$ cat src/prl_pkg.sv
// Shared types and codes for the positional record list.
`timescale 1ns / 1ps

package prl_pkg;

  localparam int unsigned DepthDefault = 16;

  // Command codes carried in the low bits of the input data
  typedef enum logic [2:0] {
    CMD_ADD_FRONT    = 3'd0,
    CMD_ADD_BACK     = 3'd1,
    CMD_INSERT_AT    = 3'd2,
    CMD_REMOVE_FRONT = 3'd3,
    CMD_REMOVE_BACK  = 3'd4,
    CMD_REMOVE_AT    = 3'd5,
    CMD_READ_AT      = 3'd6
  } cmd_e;

  // Result status codes
  localparam logic [1:0] ST_OK     = 2'd0;
  localparam logic [1:0] ST_EMPTY  = 2'd1;
  localparam logic [1:0] ST_BADPOS = 2'd2;
  localparam logic [1:0] ST_FULL   = 2'd3;

  // One date record, day in the lowest bits
  typedef struct packed {
    logic [13:0] year;
    logic [3:0]  month;
    logic [4:0]  day;
  } rec_t;

  // What every cell does on a given cycle
  typedef enum logic [1:0] {
    CELL_HOLD,
    CELL_INS,
    CELL_TAKE
  } cell_op_e;

  typedef struct packed {
    cell_op_e op;
    rec_t     rec;
  } cell_ctrl_t;

endpackage

$ cat src/positional_record_list.sv
// Top level of the positional record list.
`timescale 1ns / 1ps

// Bounded ordered list of DEPTH date records held in a chain of cells. Each
// transfer on the slave side carries one command and yields exactly one result
// on the master side, registered in the cycle after the input transfer. The whole
// chain shifts or loads in that same cycle, so a new command is taken every
// cycle while the result register is empty or being emptied; a stalled result
// holds the input back. Records are stored without reset; only entries below
// the count are ever returned.
module positional_record_list import prl_pkg::*; #(
  parameter int unsigned DEPTH = DepthDefault
) (
  input  logic        clk_i,
  input  logic        rst_ni,
  input  logic        s_axis_tvalid,
  output logic        s_axis_tready,
  // command[2:0], day[7:3], month[11:8], year[25:12], position[30:26], zero
  input  logic [31:0] s_axis_tdata,
  output logic        m_axis_tvalid,
  input  logic        m_axis_tready,
  // status[1:0], entry_count[6:2], out_day[11:7], out_month[15:12],
  // out_year[29:16], zero
  output logic [31:0] m_axis_tdata
);

  localparam int unsigned IdxW = (DEPTH > 1) ? $clog2(DEPTH) : 1;
  localparam int unsigned CntW = $clog2(DEPTH + 1);
  localparam int unsigned CmpW = ((CntW > 5) ? CntW : 5) + 1;

  logic [2:0]      in_cmd;
  rec_t            in_rec;
  logic [4:0]      in_pos;
  logic            accept;

  logic [CntW-1:0] count_q, count_d;
  logic            out_valid_q, out_valid_d;
  logic [1:0]      status_q, status_d;
  rec_t            got_q, got_d;

  logic [CmpW-1:0] pos_w, cnt_w;
  logic            full, empty;
  cell_op_e        op;
  logic [IdxW-1:0] idx;
  logic            rd;
  cell_ctrl_t      ctrl;
  rec_t            got_any;

  rec_t cell_rec [DEPTH];
  rec_t cell_sel [DEPTH];

  assign in_cmd = s_axis_tdata[2:0];
  assign in_rec = rec_t'{year: s_axis_tdata[25:12], month: s_axis_tdata[11:8],
                         day: s_axis_tdata[7:3]};
  assign in_pos = s_axis_tdata[30:26];

  assign s_axis_tready = !out_valid_q || m_axis_tready;
  assign accept        = s_axis_tvalid && s_axis_tready;

  assign pos_w = CmpW'(in_pos);
  assign cnt_w = CmpW'(count_q);
  assign full  = (count_q == CntW'(DEPTH));
  assign empty = (count_q == '0);

  // Command decode against the current count
  always_comb begin
    status_d = ST_OK;
    op       = CELL_HOLD;
    idx      = '0;
    rd       = 1'b0;
    case (in_cmd)
      CMD_ADD_FRONT: begin
        if (full) begin
          status_d = ST_FULL;
        end else begin
          op = CELL_INS;
        end
      end
      CMD_ADD_BACK: begin
        if (full) begin
          status_d = ST_FULL;
        end else begin
          op  = CELL_INS;
          idx = IdxW'(count_q);
        end
      end
      CMD_INSERT_AT: begin
        if (empty) begin
          status_d = ST_EMPTY;
        end else if (pos_w < CmpW'(2) || pos_w > cnt_w + CmpW'(1)) begin
          status_d = ST_BADPOS;
        end else if (full) begin
          status_d = ST_FULL;
        end else begin
          op  = CELL_INS;
          idx = IdxW'(pos_w - CmpW'(1));
        end
      end
      CMD_REMOVE_FRONT: begin
        if (empty) begin
          status_d = ST_EMPTY;
        end else begin
          op = CELL_TAKE;
        end
      end
      CMD_REMOVE_BACK: begin
        if (empty) begin
          status_d = ST_EMPTY;
        end else begin
          op  = CELL_TAKE;
          idx = IdxW'(cnt_w - CmpW'(1));
        end
      end
      CMD_REMOVE_AT: begin
        if (empty) begin
          status_d = ST_EMPTY;
        end else if (pos_w < CmpW'(2) || pos_w > cnt_w) begin
          status_d = ST_BADPOS;
        end else begin
          op  = CELL_TAKE;
          idx = IdxW'(pos_w - CmpW'(1));
        end
      end
      CMD_READ_AT: begin
        if (empty) begin
          status_d = ST_EMPTY;
        end else if (pos_w < CmpW'(1) || pos_w > cnt_w) begin
          status_d = ST_BADPOS;
        end else begin
          rd  = 1'b1;
          idx = IdxW'(pos_w - CmpW'(1));
        end
      end
      default: begin
        status_d = ST_OK;
      end
    endcase
  end

  assign ctrl.op  = accept ? op : CELL_HOLD;
  assign ctrl.rec = in_rec;

  for (genvar i = 0; i < DEPTH; i++) begin : g_cell
    rec_t left, right;
    if (i == 0) begin : g_first
      assign left = '0;
    end else begin : g_mid_l
      assign left = cell_rec[i-1];
    end
    if (i == DEPTH - 1) begin : g_last
      assign right = '0;
    end else begin : g_mid_r
      assign right = cell_rec[i+1];
    end

    prl_cell #(
      .DEPTH   (DEPTH),
      .CELL_IDX(i)
    ) u_cell (
      .clk_i  (clk_i),
      .ctrl_i (ctrl),
      .idx_i  (idx),
      .left_i (left),
      .right_i(right),
      .rec_o  (cell_rec[i]),
      .sel_o  (cell_sel[i])
    );
  end

  // one-hot selection: only the addressed cell drives a non-zero value
  always_comb begin
    got_any = '0;
    for (int i = 0; i < DEPTH; i++) begin
      got_any = got_any | cell_sel[i];
    end
  end

  assign got_d = (op == CELL_TAKE || rd) ? got_any : '0;

  always_comb begin
    count_d = count_q;
    if (accept) begin
      if (op == CELL_INS) begin
        count_d = count_q + CntW'(1);
      end else if (op == CELL_TAKE) begin
        count_d = count_q - CntW'(1);
      end
    end
  end

  always_comb begin
    out_valid_d = out_valid_q;
    if (accept) begin
      out_valid_d = 1'b1;
    end else if (m_axis_tready) begin
      out_valid_d = 1'b0;
    end
  end

  always_ff @(posedge clk_i or negedge rst_ni) begin
    if (!rst_ni) begin
      count_q     <= '0;
      out_valid_q <= 1'b0;
    end else begin
      count_q     <= count_d;
      out_valid_q <= out_valid_d;
    end
  end

  always_ff @(posedge clk_i) begin
    if (accept) begin
      status_q <= status_d;
      got_q    <= got_d;
    end
  end

  logic [CntW-1:0] count_out_q;
  always_ff @(posedge clk_i) begin
    if (accept) begin
      count_out_q <= count_d;
    end
  end

  assign m_axis_tvalid = out_valid_q;
  assign m_axis_tdata  = {2'b00, got_q.year, got_q.month, got_q.day,
                          5'(count_out_q), status_q};

endmodule

$ cat src/prl_cell.sv
// One storage cell of the record chain.
`timescale 1ns / 1ps

module prl_cell import prl_pkg::*; #(
  parameter int unsigned DEPTH    = DepthDefault,
  parameter int unsigned CELL_IDX = 0,
  localparam int unsigned IdxW    = (DEPTH > 1) ? $clog2(DEPTH) : 1
) (
  input  logic            clk_i,
  input  cell_ctrl_t      ctrl_i,
  input  logic [IdxW-1:0] idx_i,
  input  rec_t            left_i,
  input  rec_t            right_i,
  output rec_t            rec_o,
  output rec_t            sel_o
);

  localparam logic [IdxW-1:0] MyIdx = IdxW'(CELL_IDX);

  rec_t rec_q, rec_d;

  always_comb begin
    rec_d = rec_q;
    case (ctrl_i.op)
      CELL_INS: begin
        // cells behind the insertion point move one place back
        if (MyIdx == idx_i) begin
          rec_d = ctrl_i.rec;
        end else if (MyIdx > idx_i) begin
          rec_d = left_i;
        end
      end
      CELL_TAKE: begin
        if (MyIdx >= idx_i) begin
          rec_d = right_i;
        end
      end
      default: begin
        rec_d = rec_q;
      end
    endcase
  end

  always_ff @(posedge clk_i) begin
    rec_q <= rec_d;
  end

  assign rec_o = rec_q;
  assign sel_o = (MyIdx == idx_i) ? rec_q : '0;

endmodule

$ cat config.mk
export PLATFORM = sky130hd
export DESIGN_NAME = positional_record_list
export DESIGN_NICKNAME = d
export VERILOG_FILES = /design/src/prl_pkg.sv /design/src/positional_record_list.sv /design/src/prl_cell.sv
export SDC_FILE = /design/constraint.sdc
export NUM_CORES = 1
export LEC_CHECK = 0
export BUFFER_PORTS_ARGS = -buffer_cell sky130_fd_sc_hd__buf_2
export CAP_MARGIN = 15
export CORE_MARGIN = 3
export CORE_UTILIZATION = 57
export CTS_CLUSTER_DIAMETER = 200
export DETAILED_ROUTE_END_ITERATION = 8
export GPL_TIMING_DRIVEN = 0
export PLACE_DENSITY = 0.74
export SLEW_MARGIN = 20
export SYNTH_ARGS = -nofsm -noshare
export SYNTH_HDL_FRONTEND = slang
export SYNTH_SLANG_ARGS = --single-unit
$ cat constraint.sdc
create_clock -name clk_i -period 6.7 [get_ports clk_i]
set_input_delay 1.34 -clock clk_i [delete_from_list [all_inputs] [get_ports clk_i]]
set_output_delay 1.34 -clock clk_i [all_outputs]
set_load 0.05 [all_outputs]
==> results of run 1 <==
layout make-up:
cell class	instances	share of cell area
buffer	204	0.0393
antenna	3	0.000285
clock inverter	15	0.00555
timing repair buffer	77	0.0200
multi-input combinational	1616	0.402
sequential	404	0.459
tap	525	0.0249
clock buffer	64	0.0470
inverter	14	0.00214
per-stage QoR:
step                cells  hold WS (ps)
floorplan            2238           519
global placement     2828           512
detailed placement   2840           545
CTS                  2919           565
global route         2919           572
finish               2922           565
cells by family (layout without fill, tap and decap cells):
family | Yosys count | in the layout | synth area share
AOI/OAI and AO/OA | 640 | 640 | 0.165
and+or+nand+nor | 580 | 580 | 0.107
DFF | 404 | 404 | 0.512
muxes | 368 | 368 | 0.157
buffers and inverters | 218 | 374 | 0.0460
adders and majority gates | 15 | 15 | 0.00795
xor gates and xnor gates | 11 | 11 | 0.00408
other | 1 | 5 | 0.000159
metal layers:
layer	vias to the layer above	wire length [um]	share of wire
li1	8668	-	-
met1	9937	33400	0.36
met2	1666	40000	0.43
met3	408	9320	0.10
met4	0	9500	0.10
met5	-	0	0
synthesized netlist by cell type (3+ instances only):
library cell and instances:
dfrtp_1 6, o21ai_0 275, nor3_4 3, a22o_1 46, buf_4 28, xnor2_1 8
xor2_1 3, nor3_1 3, buf_1 8, clkbuf_1 117, o21ai_1 86, and2_1 3
mux2i_1 345, ha_1 15, a22oi_1 47, a2111oi_0 24, o22a_1 23, o21bai_1 3
edfxtp_1 398, nor2_1 42, mux2_2 23, o32ai_1 3, nand3_1 12, a211oi_1 4
nand2_1 436, buf_2 39, buf_6 8, a221oi_1 24, o31ai_1 4, nand4_1 47
a21oi_1 58, a31oi_1 27, nand3b_1 3, nand2b_1 7, inv_1 14, a21o_1 6
power by group through the flow:
| stage | clock network, mW | logic, mW | registers (mW) |
|---|---|---|---|
| 6_report | 2.43 | 3.02 | 3.95 |
| 5_1_grt | 2.53 | 3.17 | 3.97 |
| 3_5_place_dp | 0 | 2.88 | 3.97 |
| 2_1_floorplan | 0 | 1.80 | 3.86 |
| 4_1_cts | 2.42 | 2.90 | 3.93 |
| 3_3_place_gp | 0 | 2.71 | 3.99 |
worst max path at each step:
stage / from / end / cells past startpoint / slack, ps
after floorplan: m_axis_tready / g_cell[2].u_cell.rec_o[0] / 10 / 530
after global placement: m_axis_tready / g_cell[2].u_cell.rec_o[11] / 11 / -1440
after detailed placement: s_axis_tdata[28] / g_cell[7].u_cell.rec_o[11] / 13 / -520
after CTS: count_q[0] / g_cell[7].u_cell.rec_o[16] / 15 / 80
after global routing: count_q[0] / g_cell[7].u_cell.rec_o[19] / 15 / 110
final: s_axis_tdata[28] / g_cell[12].u_cell.rec_o[19] / 17 / 270
sequential cells by signal (all words and copies together), names as in the netlist:
signal / count
count_out_q: 5
m_axis_tdata: 23
status_q: 2
count_q: 5
m_axis_tvalid: 1
g_cell.u_cell.rec_o: 368
worst reg2reg max path, stage by stage, from the launching register on:
cell and delay [ps]:
dfrtp_1 540, ha_1 270, nand3_1 110, xnor2_1 170, ha_1 330, nand3_1 100
o21bai_1 160, a31oi_1 620, or2_1 300, nand2_1 210, nand2_1 280, ha_1 190
clkbuf_1 340, clkbuf_1 520, nor2_1 330, o21ai_0 910, o31ai_4 440, buf_8 290
==> impl_metrics.env, run 1 <==
export IMPL_status="finished clean"
export IMPL_clkSinkCount=404
export IMPL_antenna_found_initial=2
export IMPL_fin_crit_sh=0.960
export IMPL_ctsHoldBuffers=0
export IMPL_rows=73
export IMPL_layout_common_cells="nand2_1 (436), edfxtp_1 (398), mux2i_1 (345), o21ai_0 (272), clkbuf_1 (131)"
export IMPL_clkTransAtPathRegs_ps=60
export IMPL_synth_ff_type="edfxtp_1"
export IMPL_synthCells=2237
export IMPL_p_int_mw=5.85
export IMPL_drt_wl_total_um=92200
export IMPL_cpMaxStageDelayCell="o21ai_0"
export IMPL_pwr_share_seq=0.420
export IMPL_met1_usage=0.527
export IMPL_synth_warning_count=0
export IMPL_rr_worst_depth=17
export IMPL_finalHoldViolCount=0
export IMPL_die_y_um=210
export IMPL_fin_tns_setup_ps=0
export IMPL_fin_area_um2=26400
export IMPL_multi_input_area_um2=10600
export IMPL_gr_total_overflow=0
export IMPL_vias=20700
export IMPL_nNetsFinal=2413
export IMPL_slew_viol_final=0
export IMPL_cts_setup_buffers=0
export IMPL_setup_viol=0
export IMPL_initial_utilization=0.585
export IMPL_ctsResizeCount=0
export IMPL_power_density_nw_per_um2=356
export IMPL_grt_pass1_vias=20000
export IMPL_die_x_um=210
export IMPL_dieArea_um2=43900
export IMPL_min_delay_path_class="in -> async"
export IMPL_swShare=0.377
export IMPL_drive_gt1_frac=0.114
export IMPL_crit_reg2reg_launch="count_q[0]"
export IMPL_r2r_slack_ps=320
export IMPL_vdd_ir_drop_worst_uv=255
export IMPL_p_switching_mw=3.54
export IMPL_avgViaCountPerCell=7.08
export IMPL_cts_buffers=45
export IMPL_synth_top_cell_by_area="edfxtp_1"
export IMPL_syn_avg_cell_area_um2=10.6
export IMPL_fin_ws_ps=270
export IMPL_netlist_area_leader_share=0.506
export IMPL_path_class="in -> reg"
export IMPL_grtUsageTotal=0.412
export IMPL_power_mw=9.39
export IMPL_synth_edf_count=398
export IMPL_ys_ff_latch=404
export IMPL_pre_cts_slack_ps=-520
export IMPL_max_freq_mhz=156
export IMPL_wl_per_cell_um=31.5
export IMPL_crit_path_end_kind="flop"
export IMPL_grt_max_degree=26
export IMPL_drc=0
export IMPL_io_buffers=65
export IMPL_dr_pass1_iters=8
export IMPL_met2_usage=0.625
export IMPL_postRouteAntennaNets=0
export IMPL_seq_area_frac_synth=0.512
export IMPL_cp_num_buf_inv=5
export IMPL_rsz0062_at_grt="false"
export IMPL_gr_usage_met3=0.0706
export IMPL_dpl_hpwl_um=71700
export IMPL_comb_power_share=0.321
export IMPL_start_kind="input port"
export IMPL_pin_count=70
export IMPL_ff_latch_area_um2=12100
export IMPL_clockBufferDepth=3
export IMPL_synth_area_top_cells="edfxtp_1 (51%), mux2i_1 (15%), nand2_1 (6.9%), o21ai_0 (5.8%), clkbuf_1 (1.9%)"
export IMPL_worstPathArrival_ps=6770
export IMPL_routabilityCongestion=1.02
export IMPL_fill_cells=3289
export IMPL_top_usage_layer="met2"
export IMPL_cp_required_ps=7040
export IMPL_r2r_end="g_cell[12].u_cell.rec_o[19]"
export IMPL_crit_family="compound AO/OA/AOI/OAI gates"
export IMPL_cts_tree="built"
export IMPL_tightestPinTransition_ps=1140
export IMPL_yosysUniqueCellTypes=66
export IMPL_cts_root_buf="clkbuf_16"
export IMPL_relSlewSlack=0.238
export IMPL_synth_async_reset_ratio=0.0149
export IMPL_total_leakage_power_nw=8.75
export IMPL_drv_cap=0
export IMPL_post_route_min_period_ps=6430
export IMPL_final_common_cell="nand2_1"
export IMPL_clockPowerShare=0.259
export IMPL_drt_iter0_drc=3458
export IMPL_critPathMaxStageDelay_ps=910
export IMPL_core_area_um2=40400
export IMPL_place_area_um2=25000
export IMPL_crit_path_max_fanout=13
export IMPL_htree_levels=2
export IMPL_finish_utilization=0.653
export IMPL_finClkSkew_ps=18.0
export IMPL_synth_area_um2=23600
export IMPL_clk_latency_ps=590
export IMPL_areaGrowthSynthToFinish_pct=11.6
export IMPL_crit_chain="buf_2, ha_1, nand4_1, nor2_1, o32a_1, o21ai_0, nand3b_1, a21oi_1, nand2_1, inv_1, ha_1, clkbuf_1, clkbuf_1, nor2_1, o21ai_0, o31ai_4, buf_8"
export IMPL_grt_pass1_wl_um=133000
No activity file was read; power rests on OpenSTA's default activity.
==> run 2, diff against run 1 <==
- BUFFER_PORTS_ARGS: -buffer_cell sky130_fd_sc_hd__buf_2 -> -buffer_cell sky130_fd_sc_hd__clkbuf_2
==> run 2 against run 1 <==
Against the previous run: sequential cell count did not move; routed wire length rose by 0.26%; worst hold slack got worse by 10 ps; design area fell by 0.21%; setup slack improved by 2.6 ps; clock power fell by 5%; register-to-register slack improved by 30 ps; critical path depth fell by 1; fmax barely moved; highest routed layer unchanged.
==> impl_metrics.env, run 2 (synthesis gave the netlist of run 1 again) <==
export IMPL_htree_levels=2
export IMPL_status="finished clean"
export IMPL_dr_pass1_iters=8
export IMPL_crit_reg2reg_launch="count_q[0]"
export IMPL_io_buffers=65
export IMPL_clockBufferDepth=3
export IMPL_slew_viol_final=0
export IMPL_r2r_end="g_cell[7].u_cell.rec_o[11]"
export IMPL_hold_start="g_cell[15].u_cell.rec_o[4]"
export IMPL_pwr_share_seq=0.426
export IMPL_grtUsageTotal=0.412
export IMPL_gr_total_overflow=0
export IMPL_largest_reg_flops=368
export IMPL_swShare=0.382
export IMPL_clk_latency_ps=590
export IMPL_pin_count=70
export IMPL_die_x_um=210
export IMPL_nNetsFinal=2413
export IMPL_avgViaCountPerCell=7.15
export IMPL_routabilityCongestion=1.05
export IMPL_start_kind="input port"
export IMPL_grt_max_degree=26
export IMPL_path_class="in -> reg"
export IMPL_worstPathArrival_ps=6530
export IMPL_grt_pass1_vias=20200
export IMPL_max_freq_mhz=156
export IMPL_finClkSkew_ps=20.2
export IMPL_tightestPinTransition_ps=1070
export IMPL_crit_path_max_fanout=23
export IMPL_hold_depth=2
export IMPL_cts_tree="built"
export IMPL_clkSinkCount=404
export IMPL_core_area_um2=40400
export IMPL_clockPowerShare=0.250
export IMPL_clkTransAtPathRegs_ps=60
export IMPL_drt_wl_total_um=92400
export IMPL_postRouteAntennaNets=0
export IMPL_areaGrowthSynthToFinish_pct=11.4
export IMPL_comb_power_share=0.324
export IMPL_cts_buffers=44
export IMPL_initial_utilization=0.585
export IMPL_setup_viol=0
export IMPL_rr_worst_depth=16
export IMPL_drt_iter0_drc=3113
export IMPL_whs_ps=555
export IMPL_p_switching_mw=3.55
export IMPL_place_inst=2841
export IMPL_fin_crit_sh=0.959
export IMPL_cp_required_ps=6800
export IMPL_wl_per_cell_um=31.6
export IMPL_drive_gt1_frac=0.112
export IMPL_layout_common_cells="nand2_1 (436), edfxtp_1 (398), mux2i_1 (345), o21ai_0 (272), clkbuf_1 (133)"
export IMPL_dieArea_um2=43900
export IMPL_crit_path_end_kind="flop"
export IMPL_finalHoldViolCount=0
export IMPL_critPathMaxStageDelay_ps=900
export IMPL_dpl_hpwl_um=71700
export IMPL_crit_chain="clkbuf_2, ha_1, nand4_1, nor2_1, o32a_1, o21ai_0, nand3b_1, a21oi_1, nand2_1, inv_1, ha_1, clkbuf_1, clkbuf_1, nor2_1, o21ai_1, clkinvlp_4"
export IMPL_rsz0062_at_grt="false"
export IMPL_vdd_ir_drop_worst_uv=234
export IMPL_hold_end="g_cell[14].u_cell.rec_o[4]"
export IMPL_vias=20900
export IMPL_finish_utilization=0.651
export IMPL_instances_no_fill=2920
export IMPL_relSlewSlack=0.283
export IMPL_rows=73
export IMPL_drc=0
export IMPL_cpMaxStageDelayCell="clkinvlp_4"
export IMPL_fin_area_um2=26300
export IMPL_total_leakage_power_nw=8.74
export IMPL_r2r_slack_ps=350
export IMPL_place_area_um2=25000
export IMPL_die_y_um=210
export IMPL_post_route_min_period_ps=6430
export IMPL_min_delay_path_class="reg -> reg"
export IMPL_antenna_found_initial=2
export IMPL_grt_pass1_wl_um=133000
export IMPL_power_density_nw_per_um2=353
export IMPL_drv_cap=0
export IMPL_cts_root_buf="clkbuf_16"
export IMPL_p_int_mw=5.74
export IMPL_final_common_cell="nand2_1"
[run 2: changes by cell type in the layout (fill, tap and decap cells not counted), moves of 2 or more]
cell	previous run	this run
clkbuf_8	4	1
clkbuf_1	131	133
bufinv_16	3	1
buf_2	104	39
clkbuf_2	1	66
buf_16	1	4
buf_12	4	2
[run 2: critical path, delay by kind of cell]
family | cells | cell delay [ps]
AO/OA/AOI/OAI | 4 | 1870
adder cells (fa/ha/maj) | 2 | 500
buffers and inverters | 5 | 1920
AND/OR/NAND/NOR | 5 | 860
[run 2: per-layer routing]
layer	global-route usage	wire length (um)	vias up
met3	0.0605	9250	387
met5	0	0	-
met4	0.314	8880	0
li1	-	-	8681
met2	0.629	40700	1683
met1	0.532	33600	10100
[run 2: how the worst max path moves through the flow]
stage | startpoint | end | slack (ps) | cells past startpoint
after global routing | s_axis_tdata[28] | g_cell[11].u_cell.rec_o[14] | 110 | 16
after CTS | s_axis_tdata[28] | g_cell[7].u_cell.rec_o[11] | 2 | 16
after global placement | m_axis_tready | g_cell[2].u_cell.rec_o[10] | -1600 | 11
after floorplan | m_axis_tready | g_cell[2].u_cell.rec_o[0] | 530 | 10
after detailed placement | s_axis_tdata[28] | g_cell[7].u_cell.rec_o[11] | -610 | 13
final | s_axis_tdata[28] | g_cell[7].u_cell.rec_o[11] | 270 | 16
[run 2: timing repair]
item	CTS	global route
endpoints found under the setup margin	23	0
resized for setup	1	0
setup buffers	0	0
hold buffers	0	0
endpoints found under the hold margin	0	0
[run 2: cell type report]
cell class / instances / area, um^2
flip-flops and latches: 404 / 12100
inverters: 14 / 56.3
plain buffers: 204 / 1040
multi-input cells: 1616 / 10600
diodes: 2 / 5.00
clock buffers: 63 / 1200
well taps: 525 / 657
repair buffers: 78 / 571
clock inverters: 14 / 86.3
fillers: 3374 / 14100
[run 2: through the flow]
stage               setup WS [ps]  power (mW)  TNS (ps)
floorplan                     528        5.65         0
global placement            -1600        6.71   -238590
detailed placement           -609        6.86    -24360
CTS                          2.08        9.14         0
global route                  106        9.53         0
finish                        273        9.29         0
[run 2: power by group through the flow]
stage	combinational, mW	sequential, mW	clock (mW)
4_1_cts	2.90	3.93	2.31
3_3_place_gp	2.71	4.00	0
6_report	3.01	3.95	2.32
5_1_grt	3.16	3.97	2.40
2_1_floorplan	1.80	3.86	0
3_5_place_dp	2.89	3.97	0
